`config.mk`:
```
export PLATFORM = sky130hd
export DESIGN_NAME = regex_pattern_tokenizer
export DESIGN_NICKNAME = d
export VERILOG_FILES = /design/src/sv/rpt_pkg.sv /design/src/sv/rpt_scanner.sv /design/src/sv/rpt_out_queue.sv /design/src/sv/regex_pattern_tokenizer.sv
export SDC_FILE = /design/constraint.sdc
export NUM_CORES = 1
export LEC_CHECK = 0
export BUFFER_PORTS_ARGS = -buffer_cell sky130_fd_sc_hd__buf_2
export CORE_MARGIN = 2
export CORE_UTILIZATION = 41
export DETAILED_ROUTE_END_ITERATION = 16
export PLACE_DENSITY_LB_ADDON = 0.08
export SYNTH_ARGS = -nofsm -noshare
export SYNTH_HDL_FRONTEND = slang
export SYNTH_SLANG_ARGS = --single-unit
```
`constraint.sdc`:
```
create_clock -name clk_i -period 9.35 [get_ports clk_i]
set_input_delay 0.4675 -clock clk_i [delete_from_list [all_inputs] [get_ports clk_i]]
set_output_delay 0.4675 -clock clk_i [all_outputs]
set_load 0.05 [all_outputs]
```
`src/sv/rpt_pkg.sv`:
```
// Shared types, constants and character helpers of the pattern tokenizer.
`timescale 1ns / 1ps
`default_nettype none
package rpt_pkg;

  // Token offsets wrap at this length; lengths saturate at it
  localparam int unsigned MaxPatternLen = 4096;
  localparam int unsigned PosW = $clog2(MaxPatternLen);
  localparam int unsigned LenW = PosW + 1;
  localparam int unsigned MaxNestDefault = 255;

  // Token kinds
  localparam logic [3:0] K_LIT     = 4'd0;
  localparam logic [3:0] K_GROUP   = 4'd1;
  localparam logic [3:0] K_COMMENT = 4'd2;
  localparam logic [3:0] K_CLASS   = 4'd3;
  localparam logic [3:0] K_QUANT   = 4'd4;
  localparam logic [3:0] K_ALT     = 4'd5;
  localparam logic [3:0] K_ANY     = 4'd6;
  localparam logic [3:0] K_START   = 4'd7;
  localparam logic [3:0] K_END     = 4'd8;
  localparam logic [3:0] K_ESC     = 4'd9;

  // Error codes
  localparam logic [2:0] E_NONE   = 3'd0;
  localparam logic [2:0] E_UNTERM = 3'd1;
  localparam logic [2:0] E_ZERO   = 3'd2;
  localparam logic [2:0] E_ESC    = 3'd3;
  localparam logic [2:0] E_NEST   = 3'd4;

  // Characters with a meaning to the scanner
  localparam logic [7:0] CH_NUL    = 8'h00;
  localparam logic [7:0] CH_HASH   = 8'h23;
  localparam logic [7:0] CH_DOLLAR = 8'h24;
  localparam logic [7:0] CH_QUOTE  = 8'h27;
  localparam logic [7:0] CH_LPAR   = 8'h28;
  localparam logic [7:0] CH_RPAR   = 8'h29;
  localparam logic [7:0] CH_STAR   = 8'h2A;
  localparam logic [7:0] CH_PLUS   = 8'h2B;
  localparam logic [7:0] CH_MINUS  = 8'h2D;
  localparam logic [7:0] CH_DOT    = 8'h2E;
  localparam logic [7:0] CH_ONE    = 8'h31;
  localparam logic [7:0] CH_NINE   = 8'h39;
  localparam logic [7:0] CH_COLON  = 8'h3A;
  localparam logic [7:0] CH_LT     = 8'h3C;
  localparam logic [7:0] CH_EQ     = 8'h3D;
  localparam logic [7:0] CH_GT     = 8'h3E;
  localparam logic [7:0] CH_QMARK  = 8'h3F;
  localparam logic [7:0] CH_UPPER_E = 8'h45;
  localparam logic [7:0] CH_UPPER_Q = 8'h51;
  localparam logic [7:0] CH_LBRK   = 8'h5B;
  localparam logic [7:0] CH_BSL    = 8'h5C;
  localparam logic [7:0] CH_RBRK   = 8'h5D;
  localparam logic [7:0] CH_CARET  = 8'h5E;
  localparam logic [7:0] CH_LOWER_G = 8'h67;
  localparam logic [7:0] CH_LOWER_K = 8'h6B;
  localparam logic [7:0] CH_LOWER_X = 8'h78;
  localparam logic [7:0] CH_LBRACE = 8'h7B;
  localparam logic [7:0] CH_BAR    = 8'h7C;
  localparam logic [7:0] CH_RBRACE = 8'h7D;

  // One result item
  typedef struct packed {
    logic [3:0]      kind;
    logic [PosW-1:0] start;
    logic [LenW-1:0] length;
    logic [2:0]      err;
    logic            lor;
  } res_t;

  function automatic logic is_digit(input logic [7:0] c);
    return (c >= 8'h30) && (c <= CH_NINE);
  endfunction

  function automatic logic is_letter(input logic [7:0] c);
    return ((c >= 8'h61) && (c <= 8'h7A)) || ((c >= 8'h41) && (c <= 8'h5A));
  endfunction

  function automatic logic is_hex(input logic [7:0] c);
    return is_digit(c) || ((c >= 8'h61) && (c <= 8'h66)) ||
           ((c >= 8'h41) && (c <= 8'h46));
  endfunction

endpackage
`default_nettype wire

```
`src/sv/rpt_scanner.sv`:
```
// Scanner state and the single-pass step that turns one character into results.
`timescale 1ns / 1ps
`default_nettype none
module rpt_scanner #(
  parameter int unsigned MaxNest = rpt_pkg::MaxNestDefault
) (
  input  wire logic             clk_i,
  input  wire logic             rst_ni,
  input  wire logic             accept_i,
  input  wire logic [7:0]       character_i,
  input  wire logic             is_last_i,
  output logic [1:0]            push_n_o,
  output rpt_pkg::res_t [1:0]   push_data_o
);
  import rpt_pkg::*;

  localparam int unsigned DW = $clog2(MaxNest + 1);
  localparam logic [DW-1:0] NestMax = DW'(MaxNest);
  localparam logic [LenW-1:0] LenMax = LenW'(MaxPatternLen);

  typedef enum logic [16:0] {
    M_IDLE        = 17'h00001,
    M_DISCARD     = 17'h00002,
    M_HOLD_QUANT  = 17'h00004,
    M_BRACE       = 17'h00008,
    M_CLASS       = 17'h00010,
    M_ESC         = 17'h00020,
    M_ESC_EQ      = 17'h00040,
    M_ESC_NUM     = 17'h00080,
    M_ESC_K       = 17'h00100,
    M_ESC_NAME    = 17'h00200,
    M_ESC_G       = 17'h00400,
    M_ESC_GNUM    = 17'h00800,
    M_ESC_GNUM_BR = 17'h01000,
    M_ESC_X       = 17'h02000,
    M_ESC_X1      = 17'h04000,
    M_ESC_XBR     = 17'h08000,
    M_ESC_Q       = 17'h10000
  } mode_e;

  typedef struct packed {
    logic [DW-1:0] depth;
    logic [1:0]    phase;
    logic [1:0]    posix;
    logic          esc;
  } cls_t;

  // One character inside a bracket class, POSIX sub-classes nest
  function automatic cls_t class_step(input cls_t s, input logic [7:0] c,
                                      output logic closed, output logic [2:0] err);
    cls_t o;
    logic done;
    o = s;
    closed = 1'b0;
    err = E_NONE;
    done = 1'b0;
    if (c == CH_NUL) begin
      err = E_ZERO;
    end else if (s.esc) begin
      o.esc = 1'b0;
    end else begin
      if (o.phase == 2'd0) begin
        o.phase = 2'd1;
        if (c == CH_CARET) done = 1'b1;
      end
      if (!done && o.phase == 2'd1) begin
        o.phase = 2'd2;
        if (c == CH_RBRK) done = 1'b1;
      end
      if (!done && c == CH_BSL) begin
        o.esc = 1'b1;
        o.posix = 2'd0;
        done = 1'b1;
      end
      if (!done) begin
        if (o.posix == 2'd2) begin
          o.posix = 2'd0;
          if (is_letter(c)) begin
            done = 1'b1;
            if (o.depth >= NestMax) err = E_NEST;
            else o.depth = o.depth + 1'b1;
          end
        end else if (o.posix == 2'd1) begin
          o.posix = 2'd0;
          if (c == CH_COLON) begin
            o.posix = 2'd2;
            done = 1'b1;
          end
        end
      end
      if (!done && c == CH_LBRK) begin
        o.posix = 2'd1;
        done = 1'b1;
      end
      if (!done && c == CH_RBRK) begin
        o.depth = o.depth - 1'b1;
        if (o.depth == '0) closed = 1'b1;
      end
    end
    return o;
  endfunction

  mode_e           mode_q, mode_d;
  logic [DW-1:0]   bdepth_q, bdepth_d;
  cls_t            cls_q, cls_d;
  logic            obr_q, obr_d;
  logic            cact_q, cact_d;
  logic [1:0]      gpre_q, gpre_d;
  logic [1:0]      sub_q, sub_d;
  logic [PosW-1:0] begin_q, begin_d;
  logic [LenW-1:0] count_q, count_d;
  logic [PosW-1:0] pos_q, pos_d;
  logic [3:0]      kind_q, kind_d;

  logic [7:0]      c;
  logic [1:0]      n;
  res_t [1:0]      res;
  logic            taken, clear_all, cl, holding;
  logic [2:0]      err, cerr;
  cls_t            cls_t_v;
  logic [7:0]      opener, closer;

  // Single-pass step of the scanner
  always_comb begin
    mode_d = mode_q; bdepth_d = bdepth_q; cls_d = cls_q; obr_d = obr_q;
    cact_d = cact_q; gpre_d = gpre_q; sub_d = sub_q; begin_d = begin_q;
    count_d = count_q; pos_d = pos_q; kind_d = kind_q;
    c = character_i;
    n = 2'd0;
    res = '0;
    taken = 1'b0;
    clear_all = 1'b0;
    err = E_NONE;
    cl = 1'b0;
    cerr = E_NONE;
    cls_t_v = cls_q;
    opener = obr_q ? CH_LBRACE : CH_LPAR;
    closer = obr_q ? CH_RBRACE : CH_RPAR;
    holding = 1'b0;

    if (accept_i) begin
      if (mode_q == M_DISCARD) begin
        clear_all = is_last_i;
      end else begin
        // A held token either grows by this character or is finished first
        if (mode_q == M_HOLD_QUANT || mode_q == M_ESC_NUM ||
            mode_q == M_ESC_K || mode_q == M_ESC_GNUM) begin
          if (mode_q == M_HOLD_QUANT && (c == CH_QMARK || c == CH_PLUS)) begin
            if (count_d < LenMax) count_d = count_d + 1'b1;
            res[n[0]] = '{kind_d, begin_d, count_d, E_NONE, 1'b0}; n = n + 1'b1;
            mode_d = M_IDLE;
            taken = 1'b1;
          end else if ((mode_q == M_ESC_NUM || mode_q == M_ESC_GNUM) && is_digit(c)) begin
            if (count_d < LenMax) count_d = count_d + 1'b1;
            taken = 1'b1;
          end else if (mode_q == M_ESC_K && (c == CH_LT || c == CH_QUOTE)) begin
            if (count_d < LenMax) count_d = count_d + 1'b1;
            sub_d = (c == CH_QUOTE) ? 2'd1 : 2'd0;
            mode_d = M_ESC_NAME;
            taken = 1'b1;
          end else begin
            res[n[0]] = '{kind_d, begin_d, count_d, E_NONE, 1'b0}; n = n + 1'b1;
            mode_d = M_IDLE;
          end
        end

        if (!taken) begin
          if (mode_d == M_IDLE) begin
            // Start of a new token
            begin_d = pos_q;
            count_d = LenW'(1);
            unique case (c)
              CH_LBRACE, CH_LPAR: begin
                kind_d = (c == CH_LBRACE) ? K_QUANT : K_GROUP;
                obr_d = (c == CH_LBRACE);
                bdepth_d = DW'(1);
                cls_d.esc = 1'b0;
                cact_d = 1'b0;
                gpre_d = (c == CH_LBRACE) ? 2'd0 : 2'd1;
                mode_d = M_BRACE;
              end
              CH_STAR, CH_PLUS, CH_QMARK: begin
                kind_d = K_QUANT;
                mode_d = M_HOLD_QUANT;
              end
              CH_LBRK: begin
                kind_d = K_CLASS;
                cls_d = '{DW'(1), 2'd0, 2'd0, 1'b0};
                mode_d = M_CLASS;
              end
              CH_BSL: begin
                kind_d = K_ESC;
                mode_d = M_ESC;
              end
              CH_BAR:    begin res[n[0]] = '{K_ALT, pos_q, LenW'(1), E_NONE, 1'b0}; n = n + 1'b1; end
              CH_DOT:    begin res[n[0]] = '{K_ANY, pos_q, LenW'(1), E_NONE, 1'b0}; n = n + 1'b1; end
              CH_CARET:  begin res[n[0]] = '{K_START, pos_q, LenW'(1), E_NONE, 1'b0}; n = n + 1'b1; end
              CH_DOLLAR: begin res[n[0]] = '{K_END, pos_q, LenW'(1), E_NONE, 1'b0}; n = n + 1'b1; end
              default:   begin res[n[0]] = '{K_LIT, pos_q, LenW'(1), E_NONE, 1'b0}; n = n + 1'b1; end
            endcase
          end else begin
            // Token in progress takes one more character
            if (count_d < LenMax) count_d = count_d + 1'b1;
            if (mode_d[16:5] != '0 && c == CH_NUL) begin
              err = E_ZERO;
            end else begin
              unique case (mode_d)
                M_BRACE: begin
                  if (gpre_d == 2'd1) begin
                    gpre_d = (c == CH_QMARK) ? 2'd2 : 2'd0;
                  end else if (gpre_d == 2'd2) begin
                    if (c == CH_HASH) kind_d = K_COMMENT;
                    gpre_d = 2'd0;
                  end
                  if (cact_d) begin
                    cls_t_v = class_step(cls_d, c, cl, cerr);
                    cls_d = cls_t_v;
                    if (cerr != E_NONE) err = cerr;
                    else if (cl) cact_d = 1'b0;
                  end else if (c == CH_NUL) begin
                    err = E_ZERO;
                  end else if (cls_d.esc) begin
                    cls_d.esc = 1'b0;
                  end else if (c == CH_LBRK) begin
                    cls_d = '{DW'(1), 2'd0, 2'd0, 1'b0};
                    cact_d = 1'b1;
                  end else if (c == CH_BSL) begin
                    cls_d.esc = 1'b1;
                  end else if (c == opener) begin
                    if (bdepth_d >= NestMax) err = E_NEST;
                    else bdepth_d = bdepth_d + 1'b1;
                  end else if (c == closer) begin
                    bdepth_d = bdepth_d - 1'b1;
                    if (bdepth_d == '0) begin
                      if (obr_d) begin
                        mode_d = M_HOLD_QUANT;
                      end else begin
                        res[n[0]] = '{kind_d, begin_d, count_d, E_NONE, 1'b0}; n = n + 1'b1;
                        mode_d = M_IDLE;
                      end
                    end
                  end
                end
                M_CLASS: begin
                  cls_t_v = class_step(cls_d, c, cl, cerr);
                  cls_d = cls_t_v;
                  if (cerr != E_NONE) begin
                    err = cerr;
                  end else if (cl) begin
                    res[n[0]] = '{kind_d, begin_d, count_d, E_NONE, 1'b0}; n = n + 1'b1;
                    mode_d = M_IDLE;
                  end
                end
                M_ESC: begin
                  if (c == CH_EQ) mode_d = M_ESC_EQ;
                  else if (c >= CH_ONE && c <= CH_NINE) mode_d = M_ESC_NUM;
                  else if (c == CH_LOWER_K) mode_d = M_ESC_K;
                  else if (c == CH_LOWER_G) begin
                    mode_d = M_ESC_G; sub_d = 2'd0; obr_d = 1'b0;
                  end else if (c == CH_LOWER_X) mode_d = M_ESC_X;
                  else if (c == CH_UPPER_Q) begin
                    mode_d = M_ESC_Q; cls_d.esc = 1'b0;
                  end else begin
                    res[n[0]] = '{kind_d, begin_d, count_d, E_NONE, 1'b0}; n = n + 1'b1;
                    mode_d = M_IDLE;
                  end
                end
                M_ESC_EQ: begin
                  res[n[0]] = '{kind_d, begin_d, count_d, E_NONE, 1'b0}; n = n + 1'b1;
                  mode_d = M_IDLE;
                end
                M_ESC_NAME: begin
                  if (c == (sub_d != 2'd0 ? CH_QUOTE : CH_GT)) begin
                    res[n[0]] = '{kind_d, begin_d, count_d, E_NONE, 1'b0}; n = n + 1'b1;
                    mode_d = M_IDLE;
                  end
                end
                M_ESC_G: begin
                  if (sub_d == 2'd0 && c == CH_LBRACE) begin
                    obr_d = 1'b1; sub_d = 2'd1;
                  end else if (sub_d < 2'd2 && c == CH_MINUS) begin
                    sub_d = 2'd2;
                  end else if (c < CH_ONE || c > CH_NINE) begin
                    err = E_ESC;
                  end else begin
                    mode_d = obr_d ? M_ESC_GNUM_BR : M_ESC_GNUM;
                  end
                end
                M_ESC_GNUM_BR: begin
                  if (!is_digit(c)) begin
                    if (c == CH_RBRACE) begin
                      res[n[0]] = '{kind_d, begin_d, count_d, E_NONE, 1'b0}; n = n + 1'b1;
                      mode_d = M_IDLE;
                    end else begin
                      err = E_ESC;
                    end
                  end
                end
                M_ESC_X: begin
                  if (c == CH_LBRACE) begin
                    mode_d = M_ESC_XBR; sub_d = 2'd0;
                  end else if (is_hex(c)) begin
                    mode_d = M_ESC_X1;
                  end else begin
                    err = E_ESC;
                  end
                end
                M_ESC_X1: begin
                  if (!is_hex(c)) begin
                    err = E_ESC;
                  end else begin
                    res[n[0]] = '{kind_d, begin_d, count_d, E_NONE, 1'b0}; n = n + 1'b1;
                    mode_d = M_IDLE;
                  end
                end
                M_ESC_XBR: begin
                  if (is_hex(c)) begin
                    sub_d = 2'd1;
                  end else if (c == CH_RBRACE && sub_d != 2'd0) begin
                    res[n[0]] = '{kind_d, begin_d, count_d, E_NONE, 1'b0}; n = n + 1'b1;
                    mode_d = M_IDLE;
                  end else begin
                    err = E_ESC;
                  end
                end
                M_ESC_Q: begin
                  if (cls_d.esc && c == CH_UPPER_E) begin
                    res[n[0]] = '{kind_d, begin_d, count_d, E_NONE, 1'b0}; n = n + 1'b1;
                    mode_d = M_IDLE;
                  end else begin
                    cls_d.esc = (c == CH_BSL);
                  end
                end
                default: ;
              endcase
            end
          end
        end

        // Error: report the token so far, then drop characters
        if (err != E_NONE) begin
          res[n[0]] = '{kind_d, begin_d, count_d, err, 1'b0}; n = n + 1'b1;
          mode_d = M_DISCARD;
        end

        // End of pattern: flush any token still open
        if (is_last_i) begin
          holding = (mode_d == M_HOLD_QUANT || mode_d == M_ESC_NUM ||
                     mode_d == M_ESC_K || mode_d == M_ESC_GNUM);
          if (holding || mode_d == M_ESC_Q) begin
            res[n[0]] = '{kind_d, begin_d, count_d, E_NONE, 1'b0}; n = n + 1'b1;
          end else if (mode_d != M_IDLE && mode_d != M_DISCARD) begin
            res[n[0]] = '{kind_d, begin_d, count_d, E_UNTERM, 1'b0}; n = n + 1'b1;
          end
          clear_all = 1'b1;
        end
      end

      pos_d = pos_q + 1'b1;
      if (n == 2'd2) res[1].lor = 1'b1;
      else if (n == 2'd1) res[0].lor = 1'b1;
    end

    if (clear_all) begin
      mode_d = M_IDLE; bdepth_d = '0; cls_d = '0; obr_d = 1'b0; cact_d = 1'b0;
      gpre_d = 2'd0; sub_d = 2'd0; begin_d = '0; count_d = '0; pos_d = '0;
      kind_d = K_LIT;
    end
  end

  assign push_n_o = n;
  assign push_data_o = res;

  // Scanner registers
  always_ff @(posedge clk_i or negedge rst_ni) begin
    if (!rst_ni) begin
      mode_q <= M_IDLE; bdepth_q <= '0; cls_q <= '0; obr_q <= 1'b0; cact_q <= 1'b0;
      gpre_q <= 2'd0; sub_q <= 2'd0; begin_q <= '0; count_q <= '0; pos_q <= '0;
      kind_q <= K_LIT;
    end else begin
      mode_q <= mode_d; bdepth_q <= bdepth_d; cls_q <= cls_d; obr_q <= obr_d;
      cact_q <= cact_d; gpre_q <= gpre_d; sub_q <= sub_d; begin_q <= begin_d;
      count_q <= count_d; pos_q <= pos_d; kind_q <= kind_d;
    end
  end

  // Nothing comes out of a pattern that is being dropped
  a_discard_quiet: assert property (@(posedge clk_i) disable iff (!rst_ni)
    (accept_i && mode_q == M_DISCARD) |-> push_n_o == 2'd0)
    else $error("results while discarding");

  // An error always sends the scanner to discard unless the pattern ends
  a_err_discard: assert property (@(posedge clk_i) disable iff (!rst_ni)
    (accept_i && err != E_NONE && !is_last_i) |=> mode_q == M_DISCARD)
    else $error("error did not enter discard");

  // The last character leaves the scanner idle at offset zero
  a_last_clears: assert property (@(posedge clk_i) disable iff (!rst_ni)
    (accept_i && is_last_i) |=> (mode_q == M_IDLE && pos_q == '0))
    else $error("state not cleared after last character");

endmodule
`default_nettype wire

```
`src/sv/rpt_out_queue.sv`:
```
// Four-entry result queue that takes up to two results and gives one per transfer.
`timescale 1ns / 1ps
`default_nettype none
module rpt_out_queue (
  input  wire logic               clk_i,
  input  wire logic               rst_ni,
  input  wire logic [1:0]         push_n_i,
  input  wire rpt_pkg::res_t [1:0] push_data_i,
  input  wire logic               pop_i,
  output logic                    room_o,
  output logic                    valid_o,
  output rpt_pkg::res_t           head_o
);
  import rpt_pkg::*;

  res_t       mem_q [4];
  logic [1:0] wr_q, wr_d, rd_q, rd_d;
  logic [2:0] cnt_q, cnt_d;

  // Pointer and fill arithmetic
  always_comb begin
    wr_d = wr_q + push_n_i;
    rd_d = rd_q + {1'b0, pop_i};
    cnt_d = cnt_q + {1'b0, push_n_i} - {2'b0, pop_i};
  end

  always_ff @(posedge clk_i or negedge rst_ni) begin
    if (!rst_ni) begin
      wr_q <= '0; rd_q <= '0; cnt_q <= '0;
    end else begin
      wr_q <= wr_d; rd_q <= rd_d; cnt_q <= cnt_d;
    end
  end

  // Storage
  always_ff @(posedge clk_i) begin
    if (push_n_i != 2'd0) mem_q[wr_q] <= push_data_i[0];
    if (push_n_i == 2'd2) mem_q[wr_q + 2'd1] <= push_data_i[1];
  end

  assign room_o  = (cnt_q <= 3'd2);
  assign valid_o = (cnt_q != 3'd0);
  assign head_o  = mem_q[rd_q];

  a_fill_bound: assert property (@(posedge clk_i) disable iff (!rst_ni)
    cnt_q <= 3'd4) else $error("queue overfilled");

  a_push_room: assert property (@(posedge clk_i) disable iff (!rst_ni)
    (push_n_i != 2'd0) |-> room_o) else $error("push without room");

  a_pop_count: assert property (@(posedge clk_i) disable iff (!rst_ni)
    (pop_i && push_n_i == 2'd0) |=> cnt_q == $past(cnt_q) - 3'd1)
    else $error("pop did not drain one entry");

endmodule
`default_nettype wire

```
`src/sv/regex_pattern_tokenizer.sv`:
```
// Top level: the regular-expression pattern tokenizer.
// A result is written into the result queue when the character that ends it is transferred.
// Throughput: one character per cycle while in_stall_o is low; a character gives at most two results.
// in_stall_o rises while the result queue holds more than two results.
// Reset (rst_ni low, asynchronous) clears the scanner and empties the queue.
`timescale 1ns / 1ps
`default_nettype none
module regex_pattern_tokenizer #(
  parameter int unsigned MaxNest = rpt_pkg::MaxNestDefault
) (
  input  wire logic                      clk_i,
  input  wire logic                      rst_ni,
  input  wire logic                      in_valid_i,
  output logic                           in_stall_o,
  input  wire logic [7:0]                character_i,
  input  wire logic                      is_last_i,
  output logic                           out_valid_o,
  input  wire logic                      out_stall_i,
  output logic [3:0]                     token_kind_o,
  output logic [rpt_pkg::PosW-1:0]       token_start_o,
  output logic [rpt_pkg::LenW-1:0]       token_length_o,
  output logic [2:0]                     error_code_o,
  output logic                           last_of_run_o
);
  import rpt_pkg::*;

  logic       room, accept, pop;
  logic [1:0] push_n;
  res_t [1:0] push_data;
  res_t       head;

  assign in_stall_o = !room;
  assign accept = in_valid_i && room;
  assign pop = out_valid_o && !out_stall_i;

  rpt_scanner #(.MaxNest(MaxNest)) u_scanner (
    .clk_i, .rst_ni,
    .accept_i    (accept),
    .character_i,
    .is_last_i,
    .push_n_o    (push_n),
    .push_data_o (push_data)
  );

  rpt_out_queue u_queue (
    .clk_i, .rst_ni,
    .push_n_i    (push_n),
    .push_data_i (push_data),
    .pop_i       (pop),
    .room_o      (room),
    .valid_o     (out_valid_o),
    .head_o      (head)
  );

  assign token_kind_o   = head.kind;
  assign token_start_o  = head.start;
  assign token_length_o = head.length;
  assign error_code_o   = head.err;
  assign last_of_run_o  = head.lor;

endmodule
`default_nettype wire
```
Word-level counts from Yosys, hierarchy flattened
Memory sizes are Yosys's and may differ from the RTL's.
Cells that the tools add are included.
{ "word_totals": {"ff_bits": 92, "ram_bits": 132, "inputBits": 13, "output_inout_bits": 35, "elab_cells": 793, "memories": 1} }
{ "classes": {"addsub": 16, "n_lt_le_gt_ge": 23, "n_eq_ne": 86, "n_mux": 567, "reduce_logical": 83} }
{ "memory_table": {"columns": ["memory", "depth", "word_bits", "read_ports", "rd_clocked_by_memory_dff", "write_ports", "line_no", "rtl"], "rows": [
  ["u_queue.mem_q", 4, 33, 1, 0, 2, "rpt_out_queue.sv:16", "res_t mem_q [4];"]
]} }
{ "ops": {"columns": ["cell", "n"], "rows": [
  ["66-bit two-way mux", 37],
  ["17-bit two-way mux", 42],
  ["66-bit bitwise mux", 10],
  ["66-bit case mux with 9 select lines", 1],
  ["13-bit two-way mux", 30],
  ["66-bit case mux with 5 select lines", 1],
  ["8-bit two-way mux", 41],
  ["33-bit two-way mux", 9],
  ["2-bit two-way mux", 106],
  ["3-bit two-way mux", 63],
  ["17-bit case mux with 11 select lines", 1],
  ["1-bit two-way mux", 180],
  ["12-bit two-way mux", 13],
  ["33-bit demux with 1-bit select", 3],
  ["8-bit by 6-bit == test with 1-bit output (second input constant)", 12],
  ["8-bit by 7-bit == test with 1-bit output (second input constant)", 12],
  ["4-bit two-way mux", 18],
  ["17-bit case mux with 4 select lines", 1],
  ["4-bit by 2-bit != test with 1-bit output (second input constant)", 9],
  ["17-bit by 12-bit == test with 1-bit output (second input constant)", 2],
  ["17-bit == test (second input constant)", 2],
  ["17-bit by 3-bit == test with 1-bit output (second input constant)", 2],
  ["17-bit by 8-bit == test with 1-bit output (second input constant)", 2],
  ["17-bit by 9-bit == test with 1-bit output (second input constant)", 2],
  ["other kinds (74)", 176]
]} }

Depth between registers and ports, before layout
Gate-level depths: netlist (run 1).
{ "logic_depth": {"depth_word": 96, "mapped_depth": 31, "mapped_depth_nobuf": 28} }

Cells and area by module
A second synthesis (run 1) with hierarchy kept.
{ "hier_totals": {"cells_unflattened": 1748, "hier_area_um2": 16698.5} }
{ "modules_own_cells": {"columns": ["mod", "n_inst", "cells_each", "area_per_inst_um2", "seq_area_each_um2"], "rows": [
  ["rpt_scanner", 1, 1387, 9855.7, 2128.3],
  ["rpt_out_queue", 1, 358, 6819.0, 4139.0],
  ["regex_pattern_tokenizer", 1, 3, 23.8, 0.0]
]} }

Worst setup path after synthesis (run 1)
Ideal clock, no wire load.
{ "synth_path": {"path_type": "input -> register", "from": "in character_i[0]", "to": "mem u_queue.mem_q[1][0] (netlist name), enable pin", "setup_ps": 464, "arrival_time_ps": 8174, "required_ps": 8886, "slack_ps": 712, "stages": 26, "n_path_buf": 3, "cell_sequence": "buf_2 nor3_1 o211a_4 or4_4 buf_6 nor2_1 mux2i_1 ha_1 inv_1 nand2_1 o32ai_1 or4_1 o21ai_0 nand4_1 a31oi_2 ha_1 and2_1 a2111oi_0 nor2_1 a2111o_1 xnor2_1 clkbuf_1 nand2_1 o21ai_0 a21oi_1 nor3_1"} }
{ "synth_lines": {"columns": ["item", "line_no", "rtl"], "rows": [
  ["from (decl)", "regex_pattern_tokenizer.sv:15", "input wire logic [7:0] character_i,"],
  ["to (decl)", "rpt_out_queue.sv:16", null]
]} }

==> results of run 1 <==
final cells by class:
class	count	area [sq um]
fillers	4056	22100
multi-input cells	1560	10200
flip-flops and latches	224	6270
clock buffers	33	749
repair buffers	108	698
well taps	532	666
clock inverters	18	201
inverters	46	173
diodes	1	2.50
registers in the layout, indices dropped and copies added (netlist names), 2 cells and up:
signal              cells
u_scanner.mode_q       17
u_scanner.begin_q      12
u_queue.rd_q            2
u_scanner.sub_q         2
u_scanner.cls_q        13
u_scanner.gpre_q        2
u_queue.cnt_q           3
u_scanner.pos_q        12
u_scanner.bdepth_q      8
u_queue.mem_q         132
u_queue.wr_q            2
u_scanner.kind_q        4
u_scanner.count_q      13
report_power, final:
part	internal, uW	switching, uW
sequential	1200	106
clock	658	477
combinational	438	1030
total	2290	1610
cells by family (layout without fill, tap and decap cells):
family,after synthesis,count (layout),synth area share (%)
AOI/OAI and AO/OA,587,587,23.1
xor gates and xnor gates,53,53,2.70
adders and majority gates,26,26,1.94
buffers and inverters,186,205,4.31
DFF,224,224,36.5
muxes,86,86,7.65
other,0,1,0
and+or+nand+nor,808,808,23.8
worst max-delay path, cell delays in order, from the launching register on:
cell,delay [ns]
dfrtp_1,0.50
ha_1,0.42
nand2_1,0.25
nor3_1,0.58
nor2_1,0.33
mux2i_1,0.36
ha_1,0.22
inv_1,0.08
nand2_1,0.08
o32ai_1,0.11
or4_1,0.41
o21ai_0,0.12
nand4_1,0.15
a31oi_2,0.34
ha_1,0.30
and2_1,0.14
a2111oi_0,0.48
a21oi_1,0.17
a211o_1,0.33
and2_1,0.19
xor2_1,0.22
nand2b_1,0.12
mux2i_4,0.22
nand4b_1,0.87
buf_4,0.51
a22oi_1,0.16
metal layers:
layer  up-vias  GRT usage [%]
met1      8296           45.0
met3        98           4.13
met2       746           46.7
met5         -              0
li1       7523              -
met4         0           8.40
cell usage in the layout, fill, tap and decap left out, types with 12 or more instances in the layout:
cell / instances
a211oi_1: 19
a21oi_1: 101
a22o_1: 34
a22oi_1: 31
a31oi_1: 18
a32oi_1: 14
and2_1: 19
and3_1: 27
buf_2: 46
buf_4: 61
clkbuf_16: 28
dfrtp_1: 90
edfxtp_1: 132
ha_1: 25
inv_1: 45
mux2_2: 23
mux2i_1: 28
mux4_2: 33
nand2_1: 253
nand2b_1: 21
nand3_1: 70
nand3b_1: 12
nand4_1: 22
nand4b_1: 12
nor2_1: 145
nor2b_1: 19
nor3_1: 76
nor3b_1: 12
nor4_1: 30
o211ai_1: 16
o21ai_0: 152
o21ai_1: 18
o22ai_1: 20
o31ai_1: 21
or3_1: 29
or4_1: 12
xnor2_1: 35
xor2_1: 18
through the flow:
stage / cells / hold WS (ns) / instance area, sq um
6_report: 2522 / 0.283 / 19000
3_5_place_dp: 2469 / 0.504 / 18000
4_1_cts: 2521 / 0.254 / 19000
5_1_grt: 2521 / 0.298 / 19000
3_3_place_gp: 2469 / 0.489 / 18000
2_1_floorplan: 1970 / 0.172 / 17200
worst max-delay path by stage:
stage                     slack [ns]  cells past startpoint                    to
after floorplan                 0.71                     26   u_queue.mem_q[1][0]
after global placement          1.47                     26  u_queue.mem_q[2][26]
after detailed placement        1.11                     26  u_queue.mem_q[2][27]
after CTS                       1.51                     25  u_queue.mem_q[2][27]
after global routing            0.78                     25  u_queue.mem_q[2][27]
final                           1.48                     25  u_queue.mem_q[2][27]
==> impl_metrics.ini, run 1 <==
[outcome]
status = complete, no violations

[global_route]
grt_max_degree = 51
overflow = 0
grt_pass1_wl_microns = 102000
antenna_found_initial = 1
grt_pass1_vias = 15900
grt.total_usage_pct = 30.5

[routing]
num_vias = 16700
routedWlPerCell_microns = 26.7
met1Wirelength_microns = 30600
drtIter0Drc = 1953
avgViaCountPerCell = 6.61
ant_nets = 0
drtPass1Iterations = 6
top_layer = met4
wl_met2_microns = 29700
drc = 0
wl_met3_microns = 5340
wl_microns = 67300

[clock_network]
cts-root-buf = clkbuf_16
cts-buffers-inserted = 28
cts-htree-levels = 1
postCtsSetupBuffers = 0
cts_tree = built
cts_resized = 0
worst_skew_pair.late_latency_ns = 0.61
cts_hold_buf = 1
path_clk_slew_ns = 0.06
clockBufferDepth = 3
cts_sinks = 224

[floorplan]
die_area_sq_mm = 0.0436
io_pins = 48
initial_core_util_pct = 41.8
die_h_microns = 209
row_count = 74
fp.coreArea_sq_mm = 0.0411
die_w_microns = 209

[critical_path]
reg2reg_slack_ns = 1.48
reg2reg_depth = 25
startpoint_type = register
r2r-end = u_queue.mem_q[2][27]
required_ns = 9.76
crit_path_start = u_scanner.cls_q[5]
path_class = register to register
worst-path-max-fanout = 23
crit_arrival_ns = 8.28
r2r-start = u_scanner.cls_q[5]
cp-end-kind = register

[placed_design]
dp_hpwl_microns = 49200
gp_congestion = 0.984
port_buffers = 47
pre_cts_slack_ns = 1.11

[job]
drv_cap = 0

[yosys]
syn_nets = 2009
synth_area_sq_mm = 0.0172
synth_area_leaders = edfxtp_1 23%, dfrtp_1 13%, nand2_1 5.5%, o21ai_0 4.4%, mux4_2 4.3%
synth_cells = 1970
synth-warning-count = 0
avgSynthCellArea_sq_um = 8.72
synth_most_common_cell = nand2_1
seq_area_frac_synth_pct = 36.5
synth_commonest_cells = 253 x nand2_1, 152 x o21ai_0, 147 x nor2_1, 132 x edfxtp_1, 111 x clkbuf_1
ys_types = 99
synth_top_cell_by_area = edfxtp_1
synth_edf_count = 132
synth.top_cell.area_share_pct = 23.1
async_reset_ff_share_pct = 41.1
ys_ff_latch = 224
synth_flop_cell = edfxtp_1

[min_path]
whs_path_depth = 2
hold_class = input pin to register
hold_end = u_scanner.pos_q[3]
holdCritStartpoint = is_last_i

[timing]
hold_viol_final = 0
setup_tns_ns = 0
rsz0062_at_grt = false
slew_violations = 0
fin_crit_ns = 7.87
fmax_mhz = 127
tightestPinTransition_ns = 1.20
setup_ws_ns = 1.48
setup_viol = 0
finClkSkew_ns = 0.0301
timing.final.crit_share_pct = 84.2
relSlewSlack_pct = 18.7

[finish]
nNetsFinal = 2007
drive_gt1_share_pct = 13.2
area_growth_syn_to_layout_pct = 10.6
final_util_pct = 46.2

[power_and_ir_drop]
powerDensity_mw_per_mm2 = 205
ir_drop_v = 0.000138
p_leak_uw = 0.00704
finalPower_uw = 3900
No activity file was read; power rests on OpenSTA's default activity.
==> run 2: changes to the inputs <==
==> constraint.sdc (replaced) <==
create_clock -name clk_i -period 7.5 [get_ports clk_i]
set_input_delay 0.375 -clock clk_i [delete_from_list [all_inputs] [get_ports clk_i]]
set_output_delay 0.375 -clock clk_i [all_outputs]
set_load 0.05 [all_outputs]
==> run 2 against run 1 <==
  * Clock power is 16% higher
  * Die area stayed put
  * Critical path depth is 5 lower
  * Cell area is 2.3% higher
  * Global-route usage is 0.83 points higher
  * Clock skew is 0.0043 ns lower
  * Largest cell class unchanged
==> impl_metrics.ini, run 2 (synthesized netlist as in run 1, its figures left out) <==
[floorplan]
die_w_microns = 209
fp.coreArea_sq_mm = 0.0411
row_count = 74
die_h_microns = 209
die_area_sq_mm = 0.0436
io_pins = 48
initial_core_util_pct = 41.8

[power_and_ir_drop]
p_leak_uw = 0.00728
ir_drop_v = 0.000212
finalPower_uw = 4820
powerDensity_mw_per_mm2 = 248

[timing]
timing.final.crit_share_pct = 94.6
hold_viol_final = 0
fmax_mhz = 141
slew_violations = 0
finClkSkew_ns = 0.0257
tightestPinTransition_ns = 1.23
relSlewSlack_pct = 17.6
setup_viol = 0
fin_crit_ns = 7.10
rsz0062_at_grt = false

[routing]
wl_microns = 69000
drtIter0Drc = 2040
ant_nets = 0
routedWlPerCell_microns = 26.8
drc = 0
avgViaCountPerCell = 6.63
num_vias = 17000
drtPass1Iterations = 5

[placed_design]
port_buffers = 47
placed_cell_area_sq_mm = 0.0185
gp_congestion = 0.988
dp_hpwl_microns = 51200

[clock_network]
path_clk_slew_ns = 0.06
cts-buffers-inserted = 28
cts-htree-levels = 1
postCtsSetupBuffers = 0
clockBufferDepth = 3
cts_tree = built
cts_sinks = 224
worst_skew_pair.late_latency_ns = 0.58
cts-root-buf = clkbuf_16

[global_route]
grt_pass1_vias = 16100
antenna_found_initial = 2
grt_pass1_wl_microns = 105000
grt_max_degree = 58
grt.total_usage_pct = 31.3
overflow = 0

[finish]
drive_gt1_share_pct = 15.0
layout_commonest_cell = nand2_1
multi_input_area_sq_mm = 0.0103
reg_top3 = u_queue.mem_q (132), u_scanner.mode_q (17)
area_growth_syn_to_layout_pct = 13.1
layout_common_cells = 253 x nand2_1, 152 x o21ai_0, 144 x nor2_1
insertedDiodeCount = 0
nNetsFinal = 2057
fin_area_sq_mm = 0.0194
regMostFlops = u_queue.mem_q
fill_cells = 4107
largest_reg_flops = 132
regArea_sq_mm = 0.00627

[critical_path]
crit_arrival_ns = 7.40
required_ns = 7.80
path_class = register to register
worst-path-max-fanout = 11
cp-end-kind = register
startpoint_type = register

[job]
drv_cap = 0

[outcome]
status = complete, no violations

[min_path]
hold_class = input pin to register
run 2: cell types whose count changed in the layout (fill, tap and decap cells not counted), moves of 2 or more:
cell,previous run,this run
clkinv_2,9,3
buf_4,61,103
buf_12,0,8
clkbuf_8,3,0
clkinv_1,2,7
nor3_1,76,74
clkbuf_1,2,8
run 2: per-layer routing:
layer | part of all wire, % | vias to the layer above | GRT usage, %
met4 | 3.0 | 0 | 8.89
met3 | 8.0 | 128 | 4.81
met2 | 43 | 810 | 46.9
li1 | - | 7621 | -
met5 | 0 | - | 0
met1 | 46 | 8487 | 46.7
run 2: layout make-up:
cell class	count	share of cell area (%)
Clock inverter	16	0.773
Inverter	46	0.889
Multi-Input combinational cell	1560	52.9
Timing Repair Buffer	158	6.04
Sequential cell	224	32.3
Clock buffer	36	3.76
Tap cell	532	3.43
run 2: what timing repair did:
action | CTS | global route
gates resized for setup | 1 | 3
cloned | 0 | 0
hold buffers | 1 | 0
endpoints found under the setup margin | 1 | 233
hold endpoints to repair | 55 | 0
run 2: stage by stage:
step	utilization, %	setup WS, ns	std cells	hold slack [ns]	setup TNS, ns
global placement	45.1	0.195	2519	0.484	0
CTS	47.2	0.327	2572	0.159	0
finish	47.3	0.402	2572	0.187	0
detailed placement	45.1	-0.0893	2519	0.485	-0.440
floorplan	-	-0.0562	1970	0.0794	-1.85
global route	47.3	0.0150	2572	0.197	0
run 2: worst max-delay path, stage by stage (launching register included):
cell	delay (ns)
dfrtp_1	0.54
or4_1	0.64
nor3_1	0.48
nand2_1	0.39
a21oi_4	0.46
nand2_1	0.34
inv_1	0.46
ha_1	0.33
a222oi_1	0.30
inv_1	0.06
o21ai_0	0.16
buf_4	0.18
o2111ai_1	0.12
a221o_1	0.58
nand2_1	0.16
xor2_1	0.36
and2_1	0.19
mux2i_1	0.16
nor2b_1	0.50
buf_4	0.29
a22oi_1	0.10
run 2: power by group:
group / internal, uW / switching [uW]
sequential: 1490 / 138
combinational: 582 / 1290
clock: 758 / 561
total: 2830 / 1990
run 2: worst paths after layout:
| path | slack, ns | endpoint | start | depth (start not counted) |
|---|---|---|---|---|
| setup / recovery | 0.40 | u_queue.mem_q[3][27] | u_scanner.mode_q[8] | 20 |
| hold / removal | 0.19 | u_scanner.pos_q[3] | is_last_i | 2 |
| setup reg to reg | 0.40 | u_queue.mem_q[3][27] | u_scanner.mode_q[8] | 20 |
| hold reg to reg | 0.51 | u_queue.cnt_q[2] | u_queue.cnt_q[2] | 1 |
| max in group asynchronous | 5.97 | u_queue.rd_q[0] | rst_ni | 3 |
| min in group asynchronous | 0.43 | u_scanner.sub_q[1] | rst_ni | 2 |
